[src/rtl/icprc_pkg.sv]
`default_nettype none

package icprc_pkg;

  // Default size of the receive buffer, in bytes.
  localparam int unsigned MAX_PACKET_BYTES_DEF = 1024;

  localparam int unsigned BYTE_W    = 8;
  localparam int unsigned PORT_W    = 16;
  localparam int unsigned HLEN_W    = 6;
  localparam int unsigned LENGTH_W  = 11;
  localparam int unsigned CFG_IDX_W = 2;

  // Packet layout and limits.
  localparam int unsigned MIN_PACKET   = 28;
  localparam int unsigned MIN_HEADER   = 20;
  localparam int unsigned ICMP_HDR_LEN = 8;
  localparam int unsigned PROTO_OFFSET = 9;

  localparam logic [BYTE_W-1:0] PROTO_UDP          = 8'd17;
  localparam logic [BYTE_W-1:0] TYPE_TIME_EXCEEDED = 8'd11;
  localparam logic [BYTE_W-1:0] CODE_IN_TRANSIT    = 8'd0;
  localparam logic [BYTE_W-1:0] TYPE_UNREACHABLE   = 8'd3;

  localparam logic [PORT_W-1:0] SRC_PORT_RESET = 16'd32768;
  localparam logic [PORT_W-1:0] DST_PORT_RESET = 16'd32968;

  typedef enum logic [CFG_IDX_W-1:0] {
    CFG_SRC_PORT = 2'd0,
    CFG_DST_PORT = 2'd1
  } cfg_index_t;

  typedef enum logic [1:0] {
    VERDICT_IGNORED       = 2'd0,
    VERDICT_TIME_EXCEEDED = 2'd1,
    VERDICT_UNREACHABLE   = 2'd2,
    VERDICT_MALFORMED     = 2'd3
  } verdict_t;

endpackage

`default_nettype wire

[src/rtl/icprc_in_if.sv]
`default_nettype none

interface icprc_in_if;
  import icprc_pkg::*;

  logic              valid;
  logic              ready;
  logic [BYTE_W-1:0] packet_byte;
  logic              is_last;

  modport source (output valid, output packet_byte, output is_last, input ready);
  modport sink   (input valid, input packet_byte, input is_last, output ready);

endinterface

`default_nettype wire

[src/rtl/icprc_out_if.sv]
`default_nettype none

interface icprc_out_if;
  import icprc_pkg::*;

  logic                valid;
  logic                ready;
  verdict_t            verdict;
  logic [LENGTH_W-1:0] packet_length;

  modport source (output valid, output verdict, output packet_length, input ready);
  modport sink   (input valid, input verdict, input packet_length, output ready);

endinterface

`default_nettype wire

[src/rtl/icmp_probe_reply_classifier.sv]
// Classifies a received IPv4 packet as a reply to a UDP probe.
// The packet arrives on in_ch one byte per transfer, in order, with is_last set
// on its final byte. Every byte but the last produces nothing; the last byte
// produces exactly one transfer on out_ch carrying the verdict (ignored, time
// exceeded in transit, destination unreachable or malformed) and the number
// of bytes counted, which saturates at MAX_PACKET_BYTES.
// The probe ports are set through cfg_we, cfg_index and cfg_wdata; the user
// must write them only while the block is idle; the block itself does not
// enforce this. Writes to an unknown index are dropped. An accepted byte is
// held in the input register and processed from there, and the result of a
// packet is held in the result register once its last byte leaves the input
// register. One byte is taken in every cycle unless a final byte is waiting
// in the single input register that feeds the capture logic.
// When the receiver stalls, the result register holds its transfer; bytes
// that do not end a packet keep flowing, and only a final byte waits in the
// input register until the result register is free.
// A synchronous reset empties both registers, clears the packet state and
// restores the probe ports to their defaults.
`default_nettype none

module icmp_probe_reply_classifier #(
  parameter int unsigned MAX_PACKET_BYTES = icprc_pkg::MAX_PACKET_BYTES_DEF
) (
  input  wire logic                               clk,
  input  wire logic                               rst_n,
  icprc_in_if.sink                                in_ch,
  icprc_out_if.source                             out_ch,
  input  wire logic                               cfg_we,
  input  wire logic [icprc_pkg::CFG_IDX_W-1:0]    cfg_index,
  input  wire logic [icprc_pkg::PORT_W-1:0]       cfg_wdata
);
  import icprc_pkg::*;

  // Byte counter wide enough to hold the buffer size itself.
  localparam int unsigned POS_W = $clog2(MAX_PACKET_BYTES + 1);
  // Header offsets reach 131, so compares need at least 8 bits.
  localparam int unsigned CMP_W = (POS_W > 8) ? POS_W : 8;

  // Probe port registers.
  logic [PORT_W-1:0] src_port_r, src_port_nxt;
  logic [PORT_W-1:0] dst_port_r, dst_port_nxt;

  // Input register.
  logic              s0_valid_r, s0_valid_nxt;
  logic [BYTE_W-1:0] s0_byte_r;
  logic              s0_last_r;
  logic              s0_move;
  logic              s0_fire;
  logic              in_fire;

  // Per-packet state.
  logic [POS_W-1:0]  pos_r, pos_nxt;
  logic [HLEN_W-1:0] outer_r, outer_nxt;
  logic [BYTE_W-1:0] type_r, type_nxt;
  logic [BYTE_W-1:0] code_r, code_nxt;
  logic [HLEN_W-1:0] inner_len_r, inner_len_nxt;
  logic [BYTE_W-1:0] proto_r, proto_nxt;
  logic [PORT_W-1:0] seen_src_r, seen_src_nxt;
  logic [PORT_W-1:0] seen_dst_r, seen_dst_nxt;
  logic              ports_done_r, ports_done_nxt;

  // State after capturing the current byte, before any end-of-packet clear.
  logic [POS_W-1:0]  cap_pos;
  logic [HLEN_W-1:0] cap_outer;
  logic [BYTE_W-1:0] cap_type;
  logic [BYTE_W-1:0] cap_code;
  logic [HLEN_W-1:0] cap_inner_len;
  logic [BYTE_W-1:0] cap_proto;
  logic [PORT_W-1:0] cap_src;
  logic [PORT_W-1:0] cap_dst;
  logic              cap_ports_done;

  logic [CMP_W-1:0]  pos_x;
  logic [CMP_W-1:0]  outer_x;
  logic [CMP_W-1:0]  inner_off;
  logic [CMP_W-1:0]  ports_off;
  logic              in_range;
  verdict_t          verdict;

  // Result register.
  logic                out_valid_r, out_valid_nxt;
  verdict_t            verdict_r, verdict_nxt;
  logic [LENGTH_W-1:0] length_r, length_nxt;

  // Configuration writes.
  always_comb begin
    src_port_nxt = src_port_r;
    dst_port_nxt = dst_port_r;
    if (cfg_we) begin
      unique case (cfg_index)
        CFG_SRC_PORT: src_port_nxt = cfg_wdata;
        CFG_DST_PORT: dst_port_nxt = cfg_wdata;
        default: ;
      endcase
    end
  end

  // A final byte may only leave the input register when the result register
  // can take its transfer; every other byte moves on at once.
  assign s0_move     = !s0_last_r || !out_valid_r || out_ch.ready;
  assign s0_fire     = s0_valid_r && s0_move;
  assign in_ch.ready = !s0_valid_r || s0_move;
  assign in_fire     = in_ch.valid && in_ch.ready;

  always_comb begin
    s0_valid_nxt = s0_valid_r;
    if (in_fire) begin
      s0_valid_nxt = 1'b1;
    end else if (s0_fire) begin
      s0_valid_nxt = 1'b0;
    end
  end

  // Offsets within the packet. The embedded header and port offsets use the
  // lengths held before this byte, so a length captured now takes effect
  // from the next byte on.
  assign pos_x     = CMP_W'(pos_r);
  assign inner_off = CMP_W'(outer_r) + CMP_W'(ICMP_HDR_LEN);
  assign ports_off = inner_off + CMP_W'(inner_len_r);
  assign in_range  = pos_r < POS_W'(MAX_PACKET_BYTES);
  assign outer_x   = CMP_W'(cap_outer);

  always_comb begin
    cap_pos        = pos_r;
    cap_outer      = outer_r;
    cap_type       = type_r;
    cap_code       = code_r;
    cap_inner_len  = inner_len_r;
    cap_proto      = proto_r;
    cap_src        = seen_src_r;
    cap_dst        = seen_dst_r;
    cap_ports_done = ports_done_r;
    if (in_range) begin
      cap_pos = pos_r + POS_W'(1);
      if (pos_r == '0) begin
        cap_outer = {s0_byte_r[3:0], 2'b00};
      end
      // The type compare sees the header length just taken from the first
      // byte, so an empty outer header places the type at the first byte.
      if (pos_x == outer_x) begin
        cap_type = s0_byte_r;
      end
      if (pos_x == outer_x + CMP_W'(1)) begin
        cap_code = s0_byte_r;
      end
      if (pos_x == inner_off + CMP_W'(PROTO_OFFSET)) begin
        cap_proto = s0_byte_r;
      end
      if (pos_x == ports_off) begin
        cap_src[15:8] = s0_byte_r;
      end
      if (pos_x == ports_off + CMP_W'(1)) begin
        cap_src[7:0] = s0_byte_r;
      end
      if (pos_x == ports_off + CMP_W'(2)) begin
        cap_dst[15:8] = s0_byte_r;
      end
      if (pos_x == ports_off + CMP_W'(3)) begin
        cap_dst[7:0]   = s0_byte_r;
        cap_ports_done = 1'b1;
      end
      if (pos_x == inner_off) begin
        cap_inner_len = {s0_byte_r[3:0], 2'b00};
      end
    end
  end

  // Classification of a finished packet. Malformed is checked first; a
  // short embedded header or a packet that ends before both ports is
  // ignored, as is anything that does not match the probe.
  always_comb begin
    if (CMP_W'(cap_pos) < CMP_W'(MIN_PACKET) || cap_outer < HLEN_W'(MIN_HEADER)) begin
      verdict = VERDICT_MALFORMED;
    end else if (cap_inner_len < HLEN_W'(MIN_HEADER) || !cap_ports_done) begin
      verdict = VERDICT_IGNORED;
    end else if (cap_proto != PROTO_UDP || cap_src != src_port_r ||
                 cap_dst != dst_port_r) begin
      verdict = VERDICT_IGNORED;
    end else if (cap_type == TYPE_TIME_EXCEEDED && cap_code == CODE_IN_TRANSIT) begin
      verdict = VERDICT_TIME_EXCEEDED;
    end else if (cap_type == TYPE_UNREACHABLE) begin
      verdict = VERDICT_UNREACHABLE;
    end else begin
      verdict = VERDICT_IGNORED;
    end
  end

  // Packet state update; everything is cleared after the final byte.
  always_comb begin
    pos_nxt        = pos_r;
    outer_nxt      = outer_r;
    type_nxt       = type_r;
    code_nxt       = code_r;
    inner_len_nxt  = inner_len_r;
    proto_nxt      = proto_r;
    seen_src_nxt   = seen_src_r;
    seen_dst_nxt   = seen_dst_r;
    ports_done_nxt = ports_done_r;
    if (s0_fire) begin
      if (s0_last_r) begin
        pos_nxt        = '0;
        outer_nxt      = '0;
        type_nxt       = '0;
        code_nxt       = '0;
        inner_len_nxt  = '0;
        proto_nxt      = '0;
        seen_src_nxt   = '0;
        seen_dst_nxt   = '0;
        ports_done_nxt = 1'b0;
      end else begin
        pos_nxt        = cap_pos;
        outer_nxt      = cap_outer;
        type_nxt       = cap_type;
        code_nxt       = cap_code;
        inner_len_nxt  = cap_inner_len;
        proto_nxt      = cap_proto;
        seen_src_nxt   = cap_src;
        seen_dst_nxt   = cap_dst;
        ports_done_nxt = cap_ports_done;
      end
    end
  end

  // Result register.
  always_comb begin
    out_valid_nxt = out_valid_r;
    verdict_nxt   = verdict_r;
    length_nxt    = length_r;
    if (s0_fire && s0_last_r) begin
      out_valid_nxt = 1'b1;
      verdict_nxt   = verdict;
      length_nxt    = LENGTH_W'(cap_pos);
    end else if (out_ch.ready) begin
      out_valid_nxt = 1'b0;
    end
  end

  assign out_ch.valid         = out_valid_r;
  assign out_ch.verdict       = verdict_r;
  assign out_ch.packet_length = length_r;

  always_ff @(posedge clk) begin
    if (!rst_n) begin
      src_port_r   <= SRC_PORT_RESET;
      dst_port_r   <= DST_PORT_RESET;
      s0_valid_r   <= 1'b0;
      out_valid_r  <= 1'b0;
      pos_r        <= '0;
      outer_r      <= '0;
      type_r       <= '0;
      code_r       <= '0;
      inner_len_r  <= '0;
      proto_r      <= '0;
      seen_src_r   <= '0;
      seen_dst_r   <= '0;
      ports_done_r <= 1'b0;
    end else begin
      src_port_r   <= src_port_nxt;
      dst_port_r   <= dst_port_nxt;
      s0_valid_r   <= s0_valid_nxt;
      out_valid_r  <= out_valid_nxt;
      pos_r        <= pos_nxt;
      outer_r      <= outer_nxt;
      type_r       <= type_nxt;
      code_r       <= code_nxt;
      inner_len_r  <= inner_len_nxt;
      proto_r      <= proto_nxt;
      seen_src_r   <= seen_src_nxt;
      seen_dst_r   <= seen_dst_nxt;
      ports_done_r <= ports_done_nxt;
    end
  end

  // Payload registers carry no reset.
  always_ff @(posedge clk) begin
    if (in_fire) begin
      s0_byte_r <= in_ch.packet_byte;
      s0_last_r <= in_ch.is_last;
    end
    verdict_r <= verdict_nxt;
    length_r  <= length_nxt;
  end

endmodule

`default_nettype wire
[src/flat_wrapper.sv]
// flat-port wrapper written by rule: the top's interface ports become plain ports
module icmp_probe_reply_classifier_flat import icprc_pkg::*;
#(
  parameter int unsigned MAX_PACKET_BYTES = icprc_pkg::MAX_PACKET_BYTES_DEF
)
  (clk, rst_n, cfg_we, cfg_index, cfg_wdata, in_ch_valid, in_ch_packet_byte, in_ch_is_last, in_ch_ready, out_ch_valid, out_ch_verdict, out_ch_packet_length, out_ch_ready);
  icprc_in_if in_ch_i ();
  icprc_out_if out_ch_i ();
  input  wire logic clk;
  input  wire logic rst_n;
  input  wire logic cfg_we;
  input  wire logic [icprc_pkg::CFG_IDX_W-1:0] cfg_index;
  input  wire logic [icprc_pkg::PORT_W-1:0] cfg_wdata;
  input wire logic [$bits(in_ch_i.valid)-1:0] in_ch_valid;
  input wire logic [$bits(in_ch_i.packet_byte)-1:0] in_ch_packet_byte;
  input wire logic [$bits(in_ch_i.is_last)-1:0] in_ch_is_last;
  output wire logic [$bits(in_ch_i.ready)-1:0] in_ch_ready;
  output wire logic [$bits(out_ch_i.valid)-1:0] out_ch_valid;
  output wire logic [$bits(out_ch_i.verdict)-1:0] out_ch_verdict;
  output wire logic [$bits(out_ch_i.packet_length)-1:0] out_ch_packet_length;
  input wire logic [$bits(out_ch_i.ready)-1:0] out_ch_ready;
  assign in_ch_i.valid = in_ch_valid;
  assign in_ch_i.packet_byte = in_ch_packet_byte;
  assign in_ch_i.is_last = in_ch_is_last;
  assign in_ch_ready = in_ch_i.ready;
  assign out_ch_valid = out_ch_i.valid;
  assign out_ch_verdict = out_ch_i.verdict;
  assign out_ch_packet_length = out_ch_i.packet_length;
  assign out_ch_i.ready = out_ch_ready;
  icmp_probe_reply_classifier #(.MAX_PACKET_BYTES(MAX_PACKET_BYTES)) u_core (.clk(clk), .rst_n(rst_n), .in_ch(in_ch_i), .out_ch(out_ch_i), .cfg_we(cfg_we), .cfg_index(cfg_index), .cfg_wdata(cfg_wdata));
endmodule
[config.mk]
export PLATFORM = sky130hd
export DESIGN_NAME = icmp_probe_reply_classifier_flat
export DESIGN_NICKNAME = d
export VERILOG_FILES = /design/src/rtl/icprc_pkg.sv /design/src/rtl/icprc_in_if.sv /design/src/rtl/icprc_out_if.sv /design/src/rtl/icmp_probe_reply_classifier.sv /design/src/flat_wrapper.sv
export SDC_FILE = /design/constraint.sdc
export NUM_CORES = 1
export LEC_CHECK = 0
export BUFFER_PORTS_ARGS = -buffer_cell sky130_fd_sc_hd__buf_2
export CORE_UTILIZATION = 35
export DETAILED_ROUTE_END_ITERATION = 16
export PLACE_DENSITY = 0.56
export SYNTH_ARGS = -nofsm -noshare
export SYNTH_HDL_FRONTEND = slang
export SYNTH_SLANG_ARGS = --single-unit
[constraint.sdc]
create_clock -name clk -period 5.3 [get_ports clk]
set_clock_uncertainty 0.15 [all_clocks]
set_input_delay 0.53 -clock clk [delete_from_list [all_inputs] [get_ports clk]]
set_output_delay 0.53 -clock clk [all_outputs]
set_load 0.02 [all_outputs]
* After elaboration in Yosys (flattened, before gate mapping)
Index checks and enable logic that the tools add are counted.
** Word-level totals
- Register bits after elaboration :: 136
- Latch bits :: 0
- Bits in writable memories :: 0
- Bits in read-only memories :: 0
- Bits of input ports :: 32
- Output and inout bits :: 15
- Word-level logic and storage cells :: 101
- Memories :: 0
** Cells by class
- Add/sub/neg operators :: 8
- Multipliers :: 0
- Div/mod/pow operators :: 0
- $lt $le $gt $ge :: 4
- Eq/ne operators :: 14
- Shift-type cells :: 0
- Multiplexer cells :: 36
- Bitwise operators :: 0
- Reductions and logical operators :: 22
** Operators with widths (count)
- $mux 8 :: 13
- $eq 11x11->1 :: 7
- $mux 16 :: 4
- $mux 6 :: 6
- $ne 16x16->1 :: 2
- $add 11x1->11 const B :: 2
- $add 11x2->11 const B :: 2
- $mux 11 :: 2
- $lt 6x5->1 const B :: 2
- $add 11x4->11 const B :: 1
- $add 11x6->11 :: 1
- $eq 11x6->1 :: 1
- $logic_not 11->1 :: 1
- $lt 11x11->1 const B :: 1
- $lt 11x5->1 const B :: 1
- $eq 8x2->1 const B :: 1
- $eq 8x4->1 const B :: 1
- $logic_not 8->1 :: 1
- $mux 2 :: 4
- $ne 8x5->1 const B :: 1
- $add 6x1->7 const B :: 1
- $add 6x4->7 const B :: 1
- $logic_or 1x1->1 :: 7
- $mux 1 :: 7
- other kinds (6) :: 14

* Logic depth before layout (Yosys ltp)
- Depth after elaboration :: 12
- Gate-level depth with buffers :: 18
- Mapped depth without buffers :: 14

* Worst setup path before layout
Ideal clock, no wire load.
- Kind :: register -> register
- From :: register u_core.outer_r[3]
- To :: register u_core.verdict_r[0] (netlist: u_core.out_ch.verdict[0]), data pin
- Setup time :: 169 ps
- Arrival :: 4093 ps
- Data required time :: 4981 ps
- Setup slack :: 888 ps
- Cell stages (with the launch flop) :: 17
- Buffers on the path :: 2
- Period minus slack after synthesis :: 4412 ps
- Path through :: dfxtp_1 buf_4 inv_1 ha_1 inv_1 ha_1 buf_6 a21o_1 or3_1 a211o_1 a22o_1 a221oi_1 mux2i_1 a21boi_1 nand4_1 or4_1 o31ai_1
** Between the ends
- Word-level cells in the longest chain between the ends :: 11
- Elaborated cells between the ends (all ways) :: 49
- Classes of those cells :: 7 x add/sub; 2 x order compare; 12 x eq/ne; 21 x mux; 7 x reduce/logical
** RTL lines
- from (decl) :: line icmp_probe_reply_classifier.sv:53 : logic [HLEN_W-1:0] outer_r, outer_nxt;
- from (signal assigned) :: line icmp_probe_reply_classifier.sv:263 : outer_r <= outer_nxt;
- $add 6x4->7 or $mux 6 (tied branches) :: line icmp_probe_reply_classifier.sv:118, icmp_probe_reply_classifier.sv:135
- $add 11x6->11 or $mux 6 (tied branches) :: line icmp_probe_reply_classifier.sv:119, icmp_probe_reply_classifier.sv:133
- $add 11x1->11 or $add 6x1->7 (tied branches) :: line icmp_probe_reply_classifier.sv:152, icmp_probe_reply_classifier.sv:143
- $eq 11x11->1 (on tied branches) :: line icmp_probe_reply_classifier.sv:152, icmp_probe_reply_classifier.sv:143
- $mux 8 (on tied branches) :: line icmp_probe_reply_classifier.sv:152, icmp_probe_reply_classifier.sv:143
- $mux 16 or $mux 8 (tied branches) :: line icmp_probe_reply_classifier.sv:133 : if (in_range) begin
- $ne 16x16->1 or $logic_not 8->1 (tied branches) :: line icmp_probe_reply_classifier.sv:176, icmp_probe_reply_classifier.sv:179
- $logic_or 1x1->1 or $logic_and 1x1->1 (tied branches) :: line icmp_probe_reply_classifier.sv:176, icmp_probe_reply_classifier.sv:179
- $logic_or 1x1->1 or $mux 2 (tied branches) :: line icmp_probe_reply_classifier.sv:176, icmp_probe_reply_classifier.sv:179
- $mux 2 :: line icmp_probe_reply_classifier.sv:176 : end else if (cap_proto != PROTO_UDP || cap_src != src_port_r ||
- $mux 2 :: line icmp_probe_reply_classifier.sv:174 : end else if (cap_inner_len < HLEN_W'(MIN_HEADER) || !cap_ports_done) begin
- to (signal assigned) :: line icmp_probe_reply_classifier.sv:280 : verdict_r <= verdict_nxt;
- to (decl) :: line icmp_probe_reply_classifier.sv:82 : verdict_t verdict_r, verdict_nxt;
Parallel ways exist; a longest one is shown, timed or not.
A chain may end at the register's enable or synchronous reset.

* Final worst setup path
Ends and elaborated chain as after synthesis.

==> metrics.md <==
| Metric | Value |
|---|---|
| Area delta synth->final | 12.1% |
| Crit path DAT | 5020 ps |
| Postcts setup bufs | 0 |
| Critical path peak fanout | 11 |
| Endpoint class of the critical path | register |
| Maxcap violations | 0 |
| Initial antenna violation count | 0 |
| Routed via count | 6930 |
| Die height | 153 um |
| Hold Violations, Final | 0 |
| Setup TNS | 0 ps |
| Busiest layer in global routing | met2 |
| PortBufs | 46 |
| Post-synth EDFFs | 22 |
| Ports | 47 |
| Nets | 993 |
| Pre-CTS setup slack | 327 ps |
| Fin. max-slew vios | 0 |
| Async S/R FF share, synth | 0% |
| FF+latch area | 0.00290 sq mm |
| H-tree Lvls | 4 |
| Tmin final | 4920 ps |
| Cell row count | 54 |
| Area occupied by multi-input gates | 0.00467 sq mm |
| Grt ovf | 0 |
| Avg Cell Area, Syn | 8.65 sq um |
| Max Freq | 203 MHz |
| Hold buffers post-CTS | 0 |
| Status | finished, final reports clean |
| Number of global-route vias before repair | 6435 |
| RSZ-0062 raised after global routing | false |
| Worst-Margin Slew | 1170 ps |
| Die area | 0.0235 sq mm |
| Post-DR vias/cell | 5.60 |
| Final worst setup slack | 379 ps |
| # fillers | 2193 |
| Yosys warnings | 0 |
| Relative slew slack | 21.5% |
| Core box area | 0.0221 sq mm |
| Clock transition at the registers of the reported paths | 60 ps |
| Clk buf depth | 2 |
| Post_cts resized | 0 |
| Leak | 3.19 nW |
| Finished Layout Cells | 1237 |
| DR iter-0 viols | 590 |
| Worst path required time | 5390 ps |
| Placer congestion estimate | 0.906 |
| Global routing usage on met1 | 27.8% |
| M3 GR Usage | 3.06% |
| Layout cell share with drive strength beyond 1 | 12.0% |
| Net Count, Synth | 973 |
| Sequential-to-total area share from yosys stat | 36.3% |
| Die Wd | 153 um |
| CTS Buf Count | 17 |
| Design Power | 2.40 mW |
| Initial core utilization | 36.2% |
| #FFs+latches synth | 134 |
| Root Buffer | clkbuf_16 |
| Setup crit start kind | register |
| Post-synth top flop | dfxtp_1 |
| Antenna-violating nets left | 0 |
| Drt first pass iters | 6 |
| CTS tree | done |
| Synth Instances | 924 |
| Synth cell types | 85 |
| ANT cells | 0 |
| Post-route DRC | 0 |
| GR Layer Usage met2 | 32.7% |
| Max VDD drop | 222 uV |
| Routed wire length | 23900 um |
| DP HPWL | 17100 um |
| Setup violators final | 0 |
| Hold Crit Class | primary input to register |
| Setup CP Type | register to register |
| Clock latency on the worst-skew pair | 430 ps |
| First-pass GRT wire length | 37200 um |
| Final period util | 92.9% |
| Total GRT Usage | 20.4% |
| Pwr dens | 268 mW/mm^2 |
| Area of the mapped netlist | 0.00800 sq mm |
| Largest net degree at the start of global routing | 77 |
| Sink Count | 134 |
| Placed Cells | 1205 |
| DR WL/cell | 19.3 um |
-- registers in the layout, summed over array words and instances, names as in the netlist --
register / count
u_core.s0_last_r: 1
u_core.src_port_r: 16
u_core.out_ch.valid: 1
u_core.seen_dst_r: 16
u_core.seen_src_r: 16
u_core.inner_len_r: 4
u_core.outer_r: 6
u_core.ports_done_r: 1
u_core.dst_port_r: 16
u_core.proto_r: 8
u_core.pos_r: 11
u_core.s0_valid_r: 1
u_core.type_r: 8
u_core.out_ch.verdict: 2
u_core.out_ch.packet_length: 11
u_core.s0_byte_r: 8
u_core.code_r: 8
-- per-stage QoR --
stage	hold WS [ps]	util (%)	cell area, sq um
floorplan	284	-	8000
global placement	305	38.1	8410
detailed placement	313	38.1	8410
CTS	122	40.6	8960
global route	123	40.6	8960
finish	131	40.6	8960
-- area by class of cell --
type | instances | area share [%]
multi-input cells | 688 | 52.1
flip-flops and latches | 134 | 32.4
clock buffers | 20 | 5.09
well taps | 280 | 3.91
repair buffers | 60 | 3.74
inverters | 43 | 1.80
clock inverters | 12 | 1.01
-- report_power, final --
| group | leakage, nW | switching, mW | internal [mW] |
|---|---|---|---|
| logic | 1.79 | 0.129 | 0.0726 |
| clock network | 0.279 | 0.492 | 0.631 |
| registers | 1.12 | 0.0269 | 1.05 |
-- placed cells by master (no fill, tap or decap), drive strengths merged, types with 6 or more instances in the layout --
cell type	Yosys	final
clkbuf	41	20
dfxtp	112	112
nor2	32	32
xor2	29	29
a22oi	71	71
nand2	99	99
a31oi	8	8
nor2b	76	76
clkinv	2	6
a221oi	8	8
nor3	23	23
o22ai	8	8
and2	8	8
buf	18	60
and3	11	11
nand4	14	14
inv	41	49
ha	17	17
edfxtp	22	22
nand3	25	25
o21ai	37	37
xnor2	42	42
a21oi	18	18
a21boi	32	32
nor4	18	18
nand2b	9	9
mux2i	20	20
-- path summary, 6_finish.rpt --
| check | start | to | slack, ps | cells after the start |
|---|---|---|---|---|
| max | u_core.outer_r[3] | u_core.out_ch.verdict[0] | 380 | 14 |
| min | in_ch_packet_byte[4] | u_core.s0_byte_r[4] | 130 | 1 |
| max reg2reg | u_core.outer_r[3] | u_core.out_ch.verdict[0] | 380 | 14 |
| min reg2reg | u_core.src_port_r[13] | u_core.src_port_r[13] | 320 | 2 |
-- cell families (layout without fill, tap and decap cells) --
group           after synthesis  in the layout  synth area share [%]
mux                          23             23                  2.93
fa+ha+maj                    17             17                  2.66
compound gates              234            234                  21.3
buf+inv                     102            135                  5.41
xor+xnor                     72             72                  8.59
simple gates                342            342                  22.8
flops                       134            134                  36.3
-- synth_stat cells (3+ instances only) --
| cell | count | area, sq um |
|---|---|---|
| edfxtp_1 | 22 | 661 |
| mux2_2 | 3 | 33.8 |
| a221oi_1 | 8 | 70.1 |
| a21oi_1 | 16 | 80.1 |
| a21boi_1 | 3 | 22.5 |
| a21o_1 | 4 | 30.0 |
| dfxtp_1 | 112 | 2240 |
| xor2_1 | 27 | 236 |
| o21ai_1 | 10 | 50.1 |
| a21boi_0 | 29 | 218 |
| o211ai_1 | 4 | 30.0 |
| or3_1 | 5 | 31.3 |
| or4_1 | 3 | 22.5 |
| nand2_1 | 99 | 372 |
| buf_2 | 6 | 30.0 |
| nor2_1 | 32 | 120 |
| a22o_1 | 3 | 26.3 |
| and3_1 | 11 | 68.8 |
| nor3_1 | 22 | 110 |
| and2_1 | 7 | 43.8 |
| a31oi_1 | 8 | 50.1 |
| clkbuf_1 | 40 | 150 |
| buf_6 | 4 | 45.0 |
| nand2b_1 | 9 | 56.3 |
| inv_1 | 41 | 154 |
| o21ai_0 | 26 | 130 |
| a22oi_1 | 71 | 533 |
| o22ai_1 | 8 | 50.1 |
| a211oi_1 | 4 | 30.0 |
| nand3_1 | 24 | 120 |
| buf_1 | 5 | 18.8 |
| buf_4 | 3 | 22.5 |
| nor4b_1 | 3 | 26.3 |
| nand4_1 | 13 | 81.3 |
| ha_1 | 17 | 213 |
| o221ai_1 | 5 | 43.8 |
| a222oi_1 | 4 | 40.0 |
| mux2i_1 | 20 | 200 |
| nand3b_1 | 3 | 22.5 |
| nor4_1 | 18 | 113 |
| xnor2_1 | 40 | 350 |
| nor2b_1 | 76 | 475 |
| o31ai_1 | 4 | 30.0 |
-- worst max-delay path: stages (launching register included) --
cell and delay (ps):
dfxtp_1 380, buf_4 200, ha_1 240, xor2_1 260, ha_1 380, a21oi_1 260, o21ai_4 120, xor2_1 300
nand4_2 290, or2_4 380, o211a_2 250, a2111oi_0 470, nand4_1 190, or4_1 590, o31ai_1 280
-- metal layers --
metal / up-vias / share of wire [%]
met5: - / 0
met4: 0 / 2.0
met3: 32 / 4.8
met2: 220 / 46
met1: 3306 / 47
li1: 3372 / -
Note: power is estimated with default switching activity, not from simulation.
